$ cat src/assert_macros.svh
// Assertion macros shared by the hash table modules
`ifndef ASSERT_MACROS_SVH
`define ASSERT_MACROS_SVH

// same-cycle implication
`define ASSERT_IMPLIES(lbl, clk, rst, ante, cons, msg) \
   lbl: assert property (@(posedge clk) disable iff (rst) (ante) |-> (cons)) else $error(msg);

// next-cycle implication
`define ASSERT_NEXT(lbl, clk, rst, ante, cons, msg) \
   lbl: assert property (@(posedge clk) disable iff (rst) (ante) |=> (cons)) else $error(msg);

`endif

$ cat src/cht_pkg.sv
// Types and constants of the chained hash table
package cht_pkg;

   localparam int KEY_W     = 31;
   localparam int MOD_BITS  = 8;
   localparam int MOD_STEPS = 4;

   localparam logic FUNC_INSERT = 1'b0;
   localparam logic FUNC_SEARCH = 1'b1;

   localparam logic [1:0] ST_STORED    = 2'd0;
   localparam logic [1:0] ST_FOUND     = 2'd1;
   localparam logic [1:0] ST_NOT_FOUND = 2'd2;
   localparam logic [1:0] ST_FULL      = 2'd3;

   typedef struct packed {
      logic             func;
      logic [KEY_W-1:0] key;
   } req_payload_type;

   typedef struct packed {
      logic [1:0] status;
      logic [3:0] bucket;
   } rsp_payload_type;

   typedef struct packed {
      logic       load;
      logic       mod_step;
      logic       clr_write;
      logic       ins_write;
      logic       link_write;
      logic       head_sel;
      logic       respond;
      logic [1:0] status;
   } cht_cmd_type;

   typedef struct packed {
      logic is_insert;
      logic full;
      logic chain_valid;
      logic key_match;
      logic link_valid;
      logic clr_last;
   } cht_sts_type;

endpackage

$ cat src/cht_ram.sv
// Generic single write port RAM with registered read
module cht_ram #(
   parameter int WIDTH = 8,
   parameter int DEPTH = 16,
   localparam int AW = (DEPTH > 1) ? $clog2(DEPTH) : 1
) (
   input  logic             clock,
   input  logic             wr_en,
   input  logic [AW-1:0]    wr_addr,
   input  logic [WIDTH-1:0] wr_data,
   input  logic [AW-1:0]    rd_addr,
   output logic [WIDTH-1:0] rd_data
);
   logic [WIDTH-1:0] mem_ff [DEPTH];
   logic [WIDTH-1:0] rd_data_ff;

   always_ff @(posedge clock) begin
      if (wr_en) begin
         mem_ff[wr_addr] <= wr_data;
      end
      rd_data_ff <= mem_ff[rd_addr];
   end

   assign rd_data = rd_data_ff;

endmodule

$ cat src/cht_ctrl.sv
// Controller state machine of the chained hash table
`include "assert_macros.svh"
module cht_ctrl
   import cht_pkg::*;
(
   input  logic        clock,
   input  logic        reset,
   input  logic        start,
   output logic        busy,
   input  cht_sts_type sts,
   output cht_cmd_type cmd
);
   localparam logic [2:0] S_CLEAR = 3'd0;
   localparam logic [2:0] S_IDLE  = 3'd1;
   localparam logic [2:0] S_MOD   = 3'd2;
   localparam logic [2:0] S_HREAD = 3'd3;
   localparam logic [2:0] S_HWAIT = 3'd4;
   localparam logic [2:0] S_LINK  = 3'd5;
   localparam logic [2:0] S_NWAIT = 3'd6;

   localparam int MCW = (MOD_STEPS > 1) ? $clog2(MOD_STEPS) : 1;

   logic [2:0]     state_ff, state_in;
   logic [MCW-1:0] cnt_ff, cnt_in;

   always_ff @(posedge clock) begin
      if (reset) begin
         state_ff <= S_CLEAR;
         cnt_ff   <= '0;
      end else begin
         state_ff <= state_in;
         cnt_ff   <= cnt_in;
      end
   end

   always_comb begin
      state_in = state_ff;
      cnt_in   = cnt_ff;
      cmd      = '0;
      unique case (state_ff)
         S_CLEAR: begin
            cmd.clr_write = 1'b1;
            if (sts.clr_last) begin
               state_in = S_IDLE;
            end
         end
         S_IDLE: begin
            if (start) begin
               cmd.load = 1'b1;
               cnt_in   = '0;
               state_in = S_MOD;
            end
         end
         S_MOD: begin
            cmd.mod_step = 1'b1;
            cnt_in       = cnt_ff + MCW'(1);
            if (cnt_ff == MCW'(MOD_STEPS - 1)) begin
               state_in = S_HREAD;
            end
         end
         S_HREAD: begin
            if (sts.is_insert && sts.full) begin
               cmd.respond = 1'b1;
               cmd.status  = ST_FULL;
               state_in    = S_IDLE;
            end else begin
               state_in = S_HWAIT;
            end
         end
         S_HWAIT: begin
            if (sts.is_insert) begin
               cmd.ins_write = 1'b1;
               if (sts.chain_valid) begin
                  state_in = S_LINK;
               end else begin
                  cmd.respond = 1'b1;
                  cmd.status  = ST_STORED;
                  state_in    = S_IDLE;
               end
            end else if (!sts.chain_valid) begin
               cmd.respond = 1'b1;
               cmd.status  = ST_NOT_FOUND;
               state_in    = S_IDLE;
            end else begin
               cmd.head_sel = 1'b1;
               state_in     = S_NWAIT;
            end
         end
         S_LINK: begin
            cmd.link_write = 1'b1;
            cmd.respond    = 1'b1;
            cmd.status     = ST_STORED;
            state_in       = S_IDLE;
         end
         S_NWAIT: begin
            if (sts.key_match) begin
               cmd.respond = 1'b1;
               cmd.status  = ST_FOUND;
               state_in    = S_IDLE;
            end else if (!sts.link_valid) begin
               cmd.respond = 1'b1;
               cmd.status  = ST_NOT_FOUND;
               state_in    = S_IDLE;
            end
         end
         default: begin
            state_in = S_CLEAR;
         end
      endcase
   end

   assign busy = (state_ff != S_IDLE);

   `ASSERT_NEXT(a_accept_busy, clock, reset, start && !busy, busy, "busy low after accept")
   `ASSERT_NEXT(a_respond_idle, clock, reset, cmd.respond, !busy, "no return to idle after result")
   `ASSERT_IMPLIES(a_walk_search, clock, reset, state_ff == S_NWAIT, !sts.is_insert,
      "chain walk during insert")

endmodule

$ cat src/cht_datapath.sv
// Datapath of the chained hash table: modulo unit, node and chain memories
`include "assert_macros.svh"
module cht_datapath
   import cht_pkg::*;
#(
   parameter int NUM_BUCKETS = 10,
   parameter int NUM_NODES   = 64
) (
   input  logic            clock,
   input  logic            reset,
   input  req_payload_type req,
   input  cht_cmd_type     cmd,
   output cht_sts_type     sts,
   output logic            rsp_valid,
   output rsp_payload_type rsp
);
   localparam int BW    = $clog2(NUM_BUCKETS);
   localparam int NW    = (NUM_NODES > 1) ? $clog2(NUM_NODES) : 1;
   localparam int UW    = $clog2(NUM_NODES + 1);
   localparam int CHW   = 1 + 2 * NW;
   localparam int PAD_W = MOD_STEPS * MOD_BITS;
   localparam logic [BW:0] MOD_N = (BW + 1)'(NUM_BUCKETS);

   logic             func_ff;
   logic [KEY_W-1:0] key_ff;
   logic [PAD_W-1:0] shift_ff;
   logic [BW-1:0]    rem_ff;
   logic [BW-1:0]    clr_ff;
   logic [UW-1:0]    used_ff;
   logic [NW-1:0]    tail_ff;
   logic [NW-1:0]    node_ff;
   logic             rsp_valid_ff;
   rsp_payload_type  rsp_ff;

   logic [BW-1:0]    rem_in;
   logic [BW:0]      trial;
   logic [NW-1:0]    new_node;

   logic [CHW-1:0]   chain_rd, chain_wr_data;
   logic [BW-1:0]    chain_wr_addr;
   logic [NW-1:0]    chain_head, chain_tail;
   logic [KEY_W-1:0] key_rd;
   logic [NW:0]      link_rd, link_wr_data;
   logic [NW-1:0]    link_wr_addr, node_rd_addr;

   always_comb begin
      rem_in = rem_ff;
      trial  = '0;
      for (int i = 0; i < MOD_BITS; i++) begin
         trial = {rem_in, shift_ff[PAD_W-1-i]};
         if (trial >= MOD_N) begin
            trial = trial - MOD_N;
         end
         rem_in = trial[BW-1:0];
      end
   end

   assign new_node   = used_ff[NW-1:0];
   assign chain_head = chain_rd[2*NW-1:NW];
   assign chain_tail = chain_rd[NW-1:0];

   always_comb begin
      if (cmd.clr_write) begin
         chain_wr_addr = clr_ff;
         chain_wr_data = '0;
      end else begin
         chain_wr_addr = rem_ff;
         chain_wr_data = chain_rd[CHW-1] ? {1'b1, chain_head, new_node}
                                         : {1'b1, new_node, new_node};
      end
   end

   assign link_wr_addr = cmd.link_write ? tail_ff : new_node;
   assign link_wr_data = cmd.link_write ? {1'b1, node_ff} : '0;
   assign node_rd_addr = cmd.head_sel ? chain_head : link_rd[NW-1:0];

   cht_ram #(.WIDTH(CHW), .DEPTH(NUM_BUCKETS)) u_chain_ram (
      .clock   (clock),
      .wr_en   (cmd.clr_write | cmd.ins_write),
      .wr_addr (chain_wr_addr),
      .wr_data (chain_wr_data),
      .rd_addr (rem_ff),
      .rd_data (chain_rd)
   );

   cht_ram #(.WIDTH(KEY_W), .DEPTH(NUM_NODES)) u_key_ram (
      .clock   (clock),
      .wr_en   (cmd.ins_write),
      .wr_addr (new_node),
      .wr_data (key_ff),
      .rd_addr (node_rd_addr),
      .rd_data (key_rd)
   );

   cht_ram #(.WIDTH(NW + 1), .DEPTH(NUM_NODES)) u_link_ram (
      .clock   (clock),
      .wr_en   (cmd.ins_write | cmd.link_write),
      .wr_addr (link_wr_addr),
      .wr_data (link_wr_data),
      .rd_addr (node_rd_addr),
      .rd_data (link_rd)
   );

   always_ff @(posedge clock) begin
      if (reset) begin
         clr_ff       <= '0;
         used_ff      <= '0;
         rsp_valid_ff <= 1'b0;
      end else begin
         if (cmd.clr_write) begin
            clr_ff <= clr_ff + BW'(1);
         end
         if (cmd.ins_write) begin
            used_ff <= used_ff + UW'(1);
         end
         rsp_valid_ff <= cmd.respond;
      end
   end

   always_ff @(posedge clock) begin
      if (cmd.load) begin
         func_ff  <= req.func;
         key_ff   <= req.key;
         shift_ff <= PAD_W'(req.key);
         rem_ff   <= '0;
      end else if (cmd.mod_step) begin
         shift_ff <= shift_ff << MOD_BITS;
         rem_ff   <= rem_in;
      end
      if (cmd.ins_write) begin
         tail_ff <= chain_tail;
         node_ff <= new_node;
      end
      if (cmd.respond) begin
         rsp_ff.status <= cmd.status;
         rsp_ff.bucket <= 4'(rem_ff);
      end
   end

   assign sts.is_insert   = (func_ff == FUNC_INSERT);
   assign sts.full        = (used_ff == UW'(NUM_NODES));
   assign sts.chain_valid = chain_rd[CHW-1];
   assign sts.key_match   = (key_rd == key_ff);
   assign sts.link_valid  = link_rd[NW];
   assign sts.clr_last    = (clr_ff == BW'(NUM_BUCKETS - 1));

   assign rsp_valid = rsp_valid_ff;
   assign rsp       = rsp_ff;

   `ASSERT_IMPLIES(a_no_write_full, clock, reset, cmd.ins_write, !sts.full,
      "node written with pool used up")
   `ASSERT_IMPLIES(a_used_bound, clock, reset, 1'b1, used_ff <= UW'(NUM_NODES),
      "node count beyond pool")
   `ASSERT_NEXT(a_strobe, clock, reset, cmd.respond, rsp_valid_ff, "result strobe missing")

endmodule

$ cat src/chained_hash_table.sv
// Top level of the chained hash table with modulo hashing
//
//   channel   ports                      transfer
//   request   start, busy, req_data      start high while busy low
//   result    rsp_valid, rsp_data        rsp_valid high, one cycle
//
// Bucket = key mod NUM_BUCKETS, computed 8 key bits a cycle.
// Then the bucket's chain entry is read: a full table refuses an insert,
// an insert writes a new node and links it to the chain tail when the
// chain already has one, and a search walks the chain, one node per node
// memory read. After reset busy stays high while the chain memory is
// swept clear.
// The result receiver cannot stall; busy drops as the result is shown.
module chained_hash_table
   import cht_pkg::*;
#(
   parameter int NUM_BUCKETS = 10,
   parameter int NUM_NODES   = 64
) (
   input  logic            clock,
   input  logic            reset,
   input  logic            start,
   output logic            busy,
   input  req_payload_type req_data,
   output logic            rsp_valid,
   output rsp_payload_type rsp_data
);
   cht_cmd_type cmd;
   cht_sts_type sts;

   cht_ctrl u_ctrl (
      .clock (clock),
      .reset (reset),
      .start (start),
      .busy  (busy),
      .sts   (sts),
      .cmd   (cmd)
   );

   cht_datapath #(
      .NUM_BUCKETS (NUM_BUCKETS),
      .NUM_NODES   (NUM_NODES)
   ) u_datapath (
      .clock     (clock),
      .reset     (reset),
      .req       (req_data),
      .cmd       (cmd),
      .sts       (sts),
      .rsp_valid (rsp_valid),
      .rsp       (rsp_data)
   );

endmodule
$ cat config.mk
export PLATFORM = sky130hd
export DESIGN_NAME = chained_hash_table
export DESIGN_NICKNAME = d
export VERILOG_FILES = /design/src/cht_pkg.sv /design/src/cht_ram.sv /design/src/cht_ctrl.sv /design/src/cht_datapath.sv /design/src/chained_hash_table.sv
export VERILOG_INCLUDE_DIRS = /design/src /design/src/src
export SDC_FILE = /design/constraint.sdc
export NUM_CORES = 2
export LEC_CHECK = 0
export ABC_AREA = 1
export BUFFER_PORTS_ARGS = -buffer_cell sky130_fd_sc_hd__buf_4
export CAP_MARGIN = 20
export CORE_ASPECT_RATIO = 1.1
export CORE_MARGIN = 5
export CORE_UTILIZATION = 25
export CTS_CLUSTER_SIZE = 24
export DETAILED_ROUTE_END_ITERATION = 7
export PLACE_DENSITY = 0.47
export SLEW_MARGIN = 20
export SYNTH_ARGS = -nofsm -noshare
export SYNTH_HDL_FRONTEND = slang
export SYNTH_SLANG_ARGS = --single-unit
$ cat constraint.sdc
create_clock -name clock -period 6.5 [get_ports clock]
set_clock_uncertainty 0.2 [all_clocks]
set_input_delay 0 -clock clock [delete_from_list [all_inputs] [get_ports clock]]
set_output_delay 0 -clock clock [all_outputs]
set_load 0.01 [all_outputs]
### Yosys cells after proc, flatten, opt, wreduce, memory -nomap -nowiden

Memories as Yosys holds them, arrays and structs flattened. A register that Yosys moved wholly into a read port is not among the register bits.
Index checks and enable logic that the tools add are counted.

* RAM bits: 2562
* word-level logic and storage cells: 111
* register bits after elaboration: 103
* input bits: 35
* output and inout bits: 8
* memories: 3

Memory list
* u_datapath.u_key_ram.mem_ff: depth 64, width 31, rd ports 1, clocked after memory_dff 1, write ports 1, RTL line cht_ram.sv:14 `logic [WIDTH-1:0] mem_ff [DEPTH];`
* u_datapath.u_link_ram.mem_ff: depth 64, width 7, rd ports 1, clocked after memory_dff 1, write ports 1, RTL line cht_ram.sv:14
* u_datapath.u_chain_ram.mem_ff: depth 10, width 13, rd ports 1, clocked after memory_dff 1, write ports 1, RTL line cht_ram.sv:14

* equality and inequality tests: 15
* order comparisons: 8
* $add $sub $neg: 11
* multiplexer cells: 51
* reductions and logical operators: 6
* bitwise gates (word level): 3

Operators with widths (count)
* $mux 31: 2
* $mux 3: 15
* $ge 5x4->1 const B: 8
* $mux 4: 9
* $sub 4x4->4 const B: 8
* $eq 31x31->1: 1
* $pmux 3 s7: 1
* $mux 1: 16
* $mux 13: 1
* $mux 12: 1
* $mux 6: 2
* $pmux 3 s4: 1
* $eq 3x3->1 const B: 3
* $add 7x1->7 const B: 1
* $eq 7x7->1 const B: 1
* $mux 7: 1
* $eq 3x2->1 const B: 2
* $add 4x1->4 const B: 1
* $eq 4x4->1 const B: 1
* $ne 2x2->1 const B: 2
* $pmux 2 s2: 1
* $reduce_and 4->1: 1
* $reduce_bool 2->1: 2
* $eq 3x1->1 const B: 1
* other kinds (11): 12

### Logic depth before layout (Yosys ltp)

* depth after elaboration: 16
* mapped depth: 65
* depth with buffers taken out: 63

### Cells and area by module

From an unflattened synthesis, not the netlist that was laid out.

* cell total of the unflattened synthesis: 9459
* area, all modules: 110419.7 um^2

By module, submodules not included
* cht_ram (u_datapath.u_key_ram): times used 1, cells each 6726, sequential area each 60197.7 um^2, area each 80462.2 um^2
* cht_ram (u_datapath.u_link_ram): times used 1, cells each 1590, sequential area each 13593.0 um^2, area each 18545.3 um^2
* cht_ram (u_datapath.u_chain_ram): times used 1, cells each 529, sequential area each 4164.0 um^2, area each 5825.6 um^2
* cht_datapath: times used 1, cells each 541, sequential area each 2772.7 um^2, area each 5138.7 um^2
* cht_ctrl: times used 1, cells each 73, sequential area each 100.1 um^2, area each 447.9 um^2

### Least setup slack after synthesis

OpenSTA, ideal clock, no wires.

* kind: register to register
* start: register u_ctrl.state_ff[2]
* end: memory u_datapath.u_link_ram.mem_ff[0][0] (netlist name) (data pin)
* arrival: 5.516 ns
* clock period less this slack: 6.216 ns
* slack: 0.284 ns
* stages on the path, launching flop included: 6
* setup time: 0.500 ns
* buffers on the path: 1
* data required time: 5.800 ns
* cell sequence: dfxtp_1 -> inv_1 -> nor3_1 -> inv_1 -> clkbuf_1 -> nor2_1

RTL lines
* start, declared: RTL line cht_ctrl.sv:23 `logic [2:0] state_ff, state_in;`
* start signal, assigned: RTL line cht_ctrl.sv:31 `state_ff <= state_in;`
* end, declared: RTL line cht_ram.sv:14

### Final worst setup path

* start: register u_datapath.rem_ff[0]
* end: register u_datapath.rem_ff[1]

* cells in the longest elaborated chain, start to end: 16
* elaborated cells on any way between the ends: 24
* those cells by class: add/sub (8); order compare (8); mux (8)

RTL lines
* start, declared: RTL line cht_datapath.sv:27 `logic [BW-1:0] rem_ff;`
* start signal, assigned: RTL line cht_datapath.sv:128 `rem_ff <= rem_in;`
* $sub 4x4->4 / $ge 5x4->1 (equally long branches): RTL line cht_datapath.sv:52, cht_datapath.sv:51
* $mux 4 (*): RTL line cht_datapath.sv:51 `if (trial >= MOD_N) begin`
* $sub 4x4->4 / $ge 5x4->1 (equally long branches): RTL line cht_datapath.sv:52, cht_datapath.sv:51
* $mux 4 (*): RTL line cht_datapath.sv:51
* $sub 4x4->4 / $ge 5x4->1 (equally long branches): RTL line cht_datapath.sv:52, cht_datapath.sv:51
* $mux 4 (*): RTL line cht_datapath.sv:51
* $ge 5x4->1 / $sub 4x4->4 (equally long branches): RTL line cht_datapath.sv:51, cht_datapath.sv:52
* $mux 4 (*): RTL line cht_datapath.sv:51
* $sub 4x4->4 / $ge 5x4->1 (equally long branches): RTL line cht_datapath.sv:52, cht_datapath.sv:51
* $mux 4 (*): RTL line cht_datapath.sv:51
* $sub 4x4->4 / $ge 5x4->1 (equally long branches): RTL line cht_datapath.sv:52, cht_datapath.sv:51
* $mux 4 (*): RTL line cht_datapath.sv:51
* $ge 5x4->1 / $sub 4x4->4 (equally long branches): RTL line cht_datapath.sv:51, cht_datapath.sv:52
* $mux 4 (*): RTL line cht_datapath.sv:51
* $sub 4x4->4 / $ge 5x4->1 (equally long branches): RTL line cht_datapath.sv:52, cht_datapath.sv:51
* $mux 4 (*): RTL line cht_datapath.sv:51

Every way passes the cells marked *; elsewhere a longest branch is shown, timed or not.
A chain may end at the register's enable or synchronous reset.

==> flow_summary.ini <==
[global_routing]
grt_antenna_before_repair = 18
grt_max_degree = 130
grt-ovfl-total = 0
track_usage_pct = 15.08
grt_first_pass_wirelength_mm = 492.3
grt_pass1_vias = 67720

[worst_setup_path]
crit_buf_inv = 17
cpMaxStageDelayCell = dfxtp_2
worstPathArrival_ns = 6.62
critPathKind = register to register
max_stage_delay_ns = 0.35
start_kind = register
r2r_slack_ns = 0.45
crit_fanout = 5
crit_family = simple AND/OR/NAND/NOR gates
crit_path_frequent_cell = nand2_2
critPathCaptureType = register
critPathRequiredTime_ns = 7.07

[synth]
ys_top_cells_by_area = edfxtp_1, o21ai_0, nor2_1
synthesis.nets = 8158
avgSynthCellArea_um2 = 13.10
ys_ff_latch = 2716
yosysSeqAreaShare_pct = 76.10
synth_cell_types = 38
syn_inst = 8110
synth_area_leader_cell = edfxtp_1
synth_top_area_share_pct = 74.72
ys_warn_count = 0
syn_area_um2 = 106200

[worst_hold_path]
hold_class = register to register

[layout]
drive_gt1_share_pct = 10.18
nNetsFinal = 8283
syn2layout_area_growth_pct = 17.12

[floorplan]
initial_utilization_pct = 25.05
fp.coreArea_um2 = 424000
dieArea_um2 = 438000
rows = 251
die_y_um = 693.6
io_pins = 43
die_w_um = 631.5

[sta]
relSlewSlack_pct = 23.73
fin_crit_sh_pct = 93.12
finalSetupViolCount = 0
hold_viol = 0
tightestPinTransition_ns = 1.141
finalWorstSetupSlack_ns = 0.4469
period_needed_ns = 6.053
slew_violations = 0
fmax_mhz = 165.2

[cts]
cts-root-buf = clkbuf_16
cts_tree = built
clockBufferDepth = 4
cts.sinks = 2716
h-tree-depth = 5
path_clk_slew_ns = 0.06
worstSkewPairLatency_ns = 0.90
numCtsBuffers = 297

[placement]
hpwl_mm = 191.3
place_ws_ns = 0.3356
numPortBuffers = 42
routabilityCongestion = 0.8147

[run]
maxCapViolations = 0

[drt]
drt-pass1-iter-count = 6
viasPerCell = 4.972
wl_per_cell_um = 24.63
vias = 69760
finalWirelength_mm = 345.6
drc = 0
ant_nets = 0
drt-initial-drc-count = 7453

[power]
finalPower_w = 0.05780
power.density_nw_per_um2 = 464.6
peakVddDrop_v = 0.0006049
p_leak_nw = 38.22

[run_status]
status = finished, final reports clean
==> metal layers <==
layer | up-vias | wire length [µm] | track usage, % | share of wire, %
li1 | 30580 | - | - | -
met1 | 36020 | 147800 | 20.45 | 43
met2 | 2601 | 162300 | 24.61 | 47
met3 | 556 | 22620 | 2.172 | 6.5
met4 | 2 | 12860 | 5.376 | 3.7
met5 | - | 13 | 0 | 0.0038
==> final timing paths <==
check | start | to | depth (start not counted)
worst max register to register | u_datapath.rem_ff[0]$_SDFFE_PP0P_ | u_datapath.rem_ff[1]$_SDFFE_PP0P_ | 63
worst min register to register | u_datapath.u_chain_ram.rd_data[2]$_DFF_P_ | u_datapath.tail_ff[2]$_DFFE_PP_ | 0
worst min-delay path | u_datapath.u_chain_ram.rd_data[2]$_DFF_P_ | u_datapath.tail_ff[2]$_DFFE_PP_ | 0
worst max-delay path | u_datapath.rem_ff[0]$_SDFFE_PP0P_ | u_datapath.rem_ff[1]$_SDFFE_PP0P_ | 63
==> layout by cell type (no fill, tap or decap), types with 4 or more instances in the layout <==
| master | netlist | layout |
|---|---|---|
| dlygate4sd3_1 | 0 | 69 |
| clkinv_2 | 1 | 47 |
| nor2_1 | 1778 | 1700 |
| inv_6 | 0 | 9 |
| nor4_1 | 5 | 5 |
| nand3_2 | 10 | 11 |
| nor3_2 | 0 | 5 |
| o211ai_1 | 14 | 14 |
| nor2_4 | 0 | 68 |
| clkinvlp_4 | 0 | 8 |
| edfxtp_1 | 2643 | 2643 |
| xnor2_1 | 13 | 13 |
| diode_2 | 0 | 8 |
| clkbuf_1 | 544 | 69 |
| a311oi_1 | 5 | 5 |
| o22ai_1 | 632 | 632 |
| buf_12 | 0 | 35 |
| nand2_1 | 260 | 256 |
| clkinv_8 | 0 | 4 |
| o21ai_4 | 0 | 5 |
| ha_1 | 13 | 8 |
| xor2_1 | 17 | 17 |
| clkbuf_8 | 0 | 4 |
| buf_4 | 0 | 276 |
| inv_2 | 11 | 9 |
| clkinv_1 | 1 | 63 |
| a21oi_1 | 21 | 21 |
| nand2_2 | 22 | 25 |
| nor2_2 | 1 | 11 |
| o221ai_1 | 149 | 149 |
| bufinv_16 | 0 | 12 |
| inv_1 | 107 | 104 |
| nor3_1 | 19 | 14 |
| dfxtp_1 | 73 | 70 |
| nand3_1 | 122 | 121 |
| o21ai_1 | 11 | 6 |
| o21ai_0 | 1600 | 1600 |
| clkbuf_16 | 0 | 305 |
| nand4_1 | 9 | 9 |
==> cells by family after synthesis <==
family,after synthesis,share of synthesized area (%)
xor+xnor,30,0.2474
simple gates,2235,8.272
compound gates,2439,12.83
fa+ha+maj,13,0.1531
flops,2716,76.10
buf+inv,677,2.394
==> per-stage QoR <==
stage	cells	area, µm²	hold WS, ns	utilization (%)	TNS, ns
after floorplan	8110	106200	-0.1011	-	0
after global placement	13420	114500	-0.005208	27.00	0
after global routing	14030	124400	0.2204	29.34	-0.03277
after detailed placement	13430	114600	-0.005525	27.02	0
final	14030	124400	0.2040	29.34	0
after CTS	14020	124300	0.1999	29.31	0
==> state kept, by name, summed over array words and instances, names as in the netlist <==
| name | count |
|---|---|
| u_datapath.tail_ff | 6 |
| u_datapath.u_chain_ram.mem_ff | 130 |
| u_ctrl.cnt_ff | 2 |
| u_datapath.u_chain_ram.rd_data | 13 |
| u_datapath.u_key_ram.rd_data | 31 |
| u_ctrl.state_ff | 3 |
| u_datapath.u_link_ram.mem_ff | 448 |
| u_datapath.key_ff | 31 |
| u_datapath.node_ff | 6 |
| u_datapath.u_link_ram.rd_data | 7 |
| u_datapath.rem_ff | 4 |
| u_datapath.rsp | 6 |
| u_datapath.func_ff | 1 |
| u_datapath.clr_ff | 4 |
| u_datapath.used_ff | 7 |
| u_datapath.rsp_valid | 1 |
| u_datapath.shift_ff | 32 |
| u_datapath.u_key_ram.mem_ff | 1984 |
==> timing repair <==
action,CTS,global route
endpoints found under the hold margin,120,0
buffers inserted,0,6
setup endpoints to repair,0,3
hold buffers,69,0
gates resized for setup,0,13
==> Yosys cell counts <==
| master | n |
|---|---|
| inv_2 | 11 |
| clkinv_1 | 1 |
| nor2_2 | 1 |
| o21ai_0 | 1600 |
| xnor2_1 | 13 |
| edfxtp_1 | 2643 |
| ha_1 | 13 |
| o21ai_2 | 1 |
| xor2_1 | 17 |
| o211ai_1 | 14 |
| buf_1 | 13 |
| o221ai_1 | 149 |
| nand2_2 | 22 |
| o311ai_0 | 1 |
| o21ai_1 | 11 |
| or4_1 | 1 |
| nand3_2 | 10 |
| nor4_1 | 5 |
| a31oi_1 | 2 |
| clkbuf_1 | 544 |
| nor3_1 | 19 |
| a21oi_1 | 21 |
| inv_1 | 107 |
| dfxtp_1 | 73 |
| o41ai_1 | 1 |
| nor2_1 | 1778 |
| a311oi_1 | 5 |
| o21bai_1 | 1 |
| nand4_1 | 9 |
| clkinv_2 | 1 |
| o22ai_1 | 632 |
| nand2_4 | 1 |
| nand3_1 | 122 |
| nand3b_1 | 2 |
| nand2_1 | 260 |
| nand3_4 | 3 |
| a221o_1 | 1 |
| or2_2 | 2 |
==> final cells by class <==
cell class	instances	area, µm²
Sequential cell	2716	80830
Antenna cell	8	20.02
Clock inverter	144	1086
Tap cell	5566	6964
Fill cell	42720	299600
Multi-Input combinational cell	4717	23520
Inverter	120	481.7
Timing Repair Buffer	383	3546
Clock buffer	378	7946
==> power by group <==
group          switching [W]  internal [W]
Clock                0.00690       0.00913
Combinational         0.0156       0.00601
Sequential          0.000246        0.0199
Total                 0.0227        0.0351
==> worst reg2reg max path: cells and delay by family, from the launching register on <==
kind                     cells  cell delay, ns
AND/OR/NAND/NOR             38            3.01
adder cells (fa/ha/maj)      8            1.33
buffers and inverters       17            1.05
flip-flops                   1            0.35
Power figures use the tool's default switching activity.
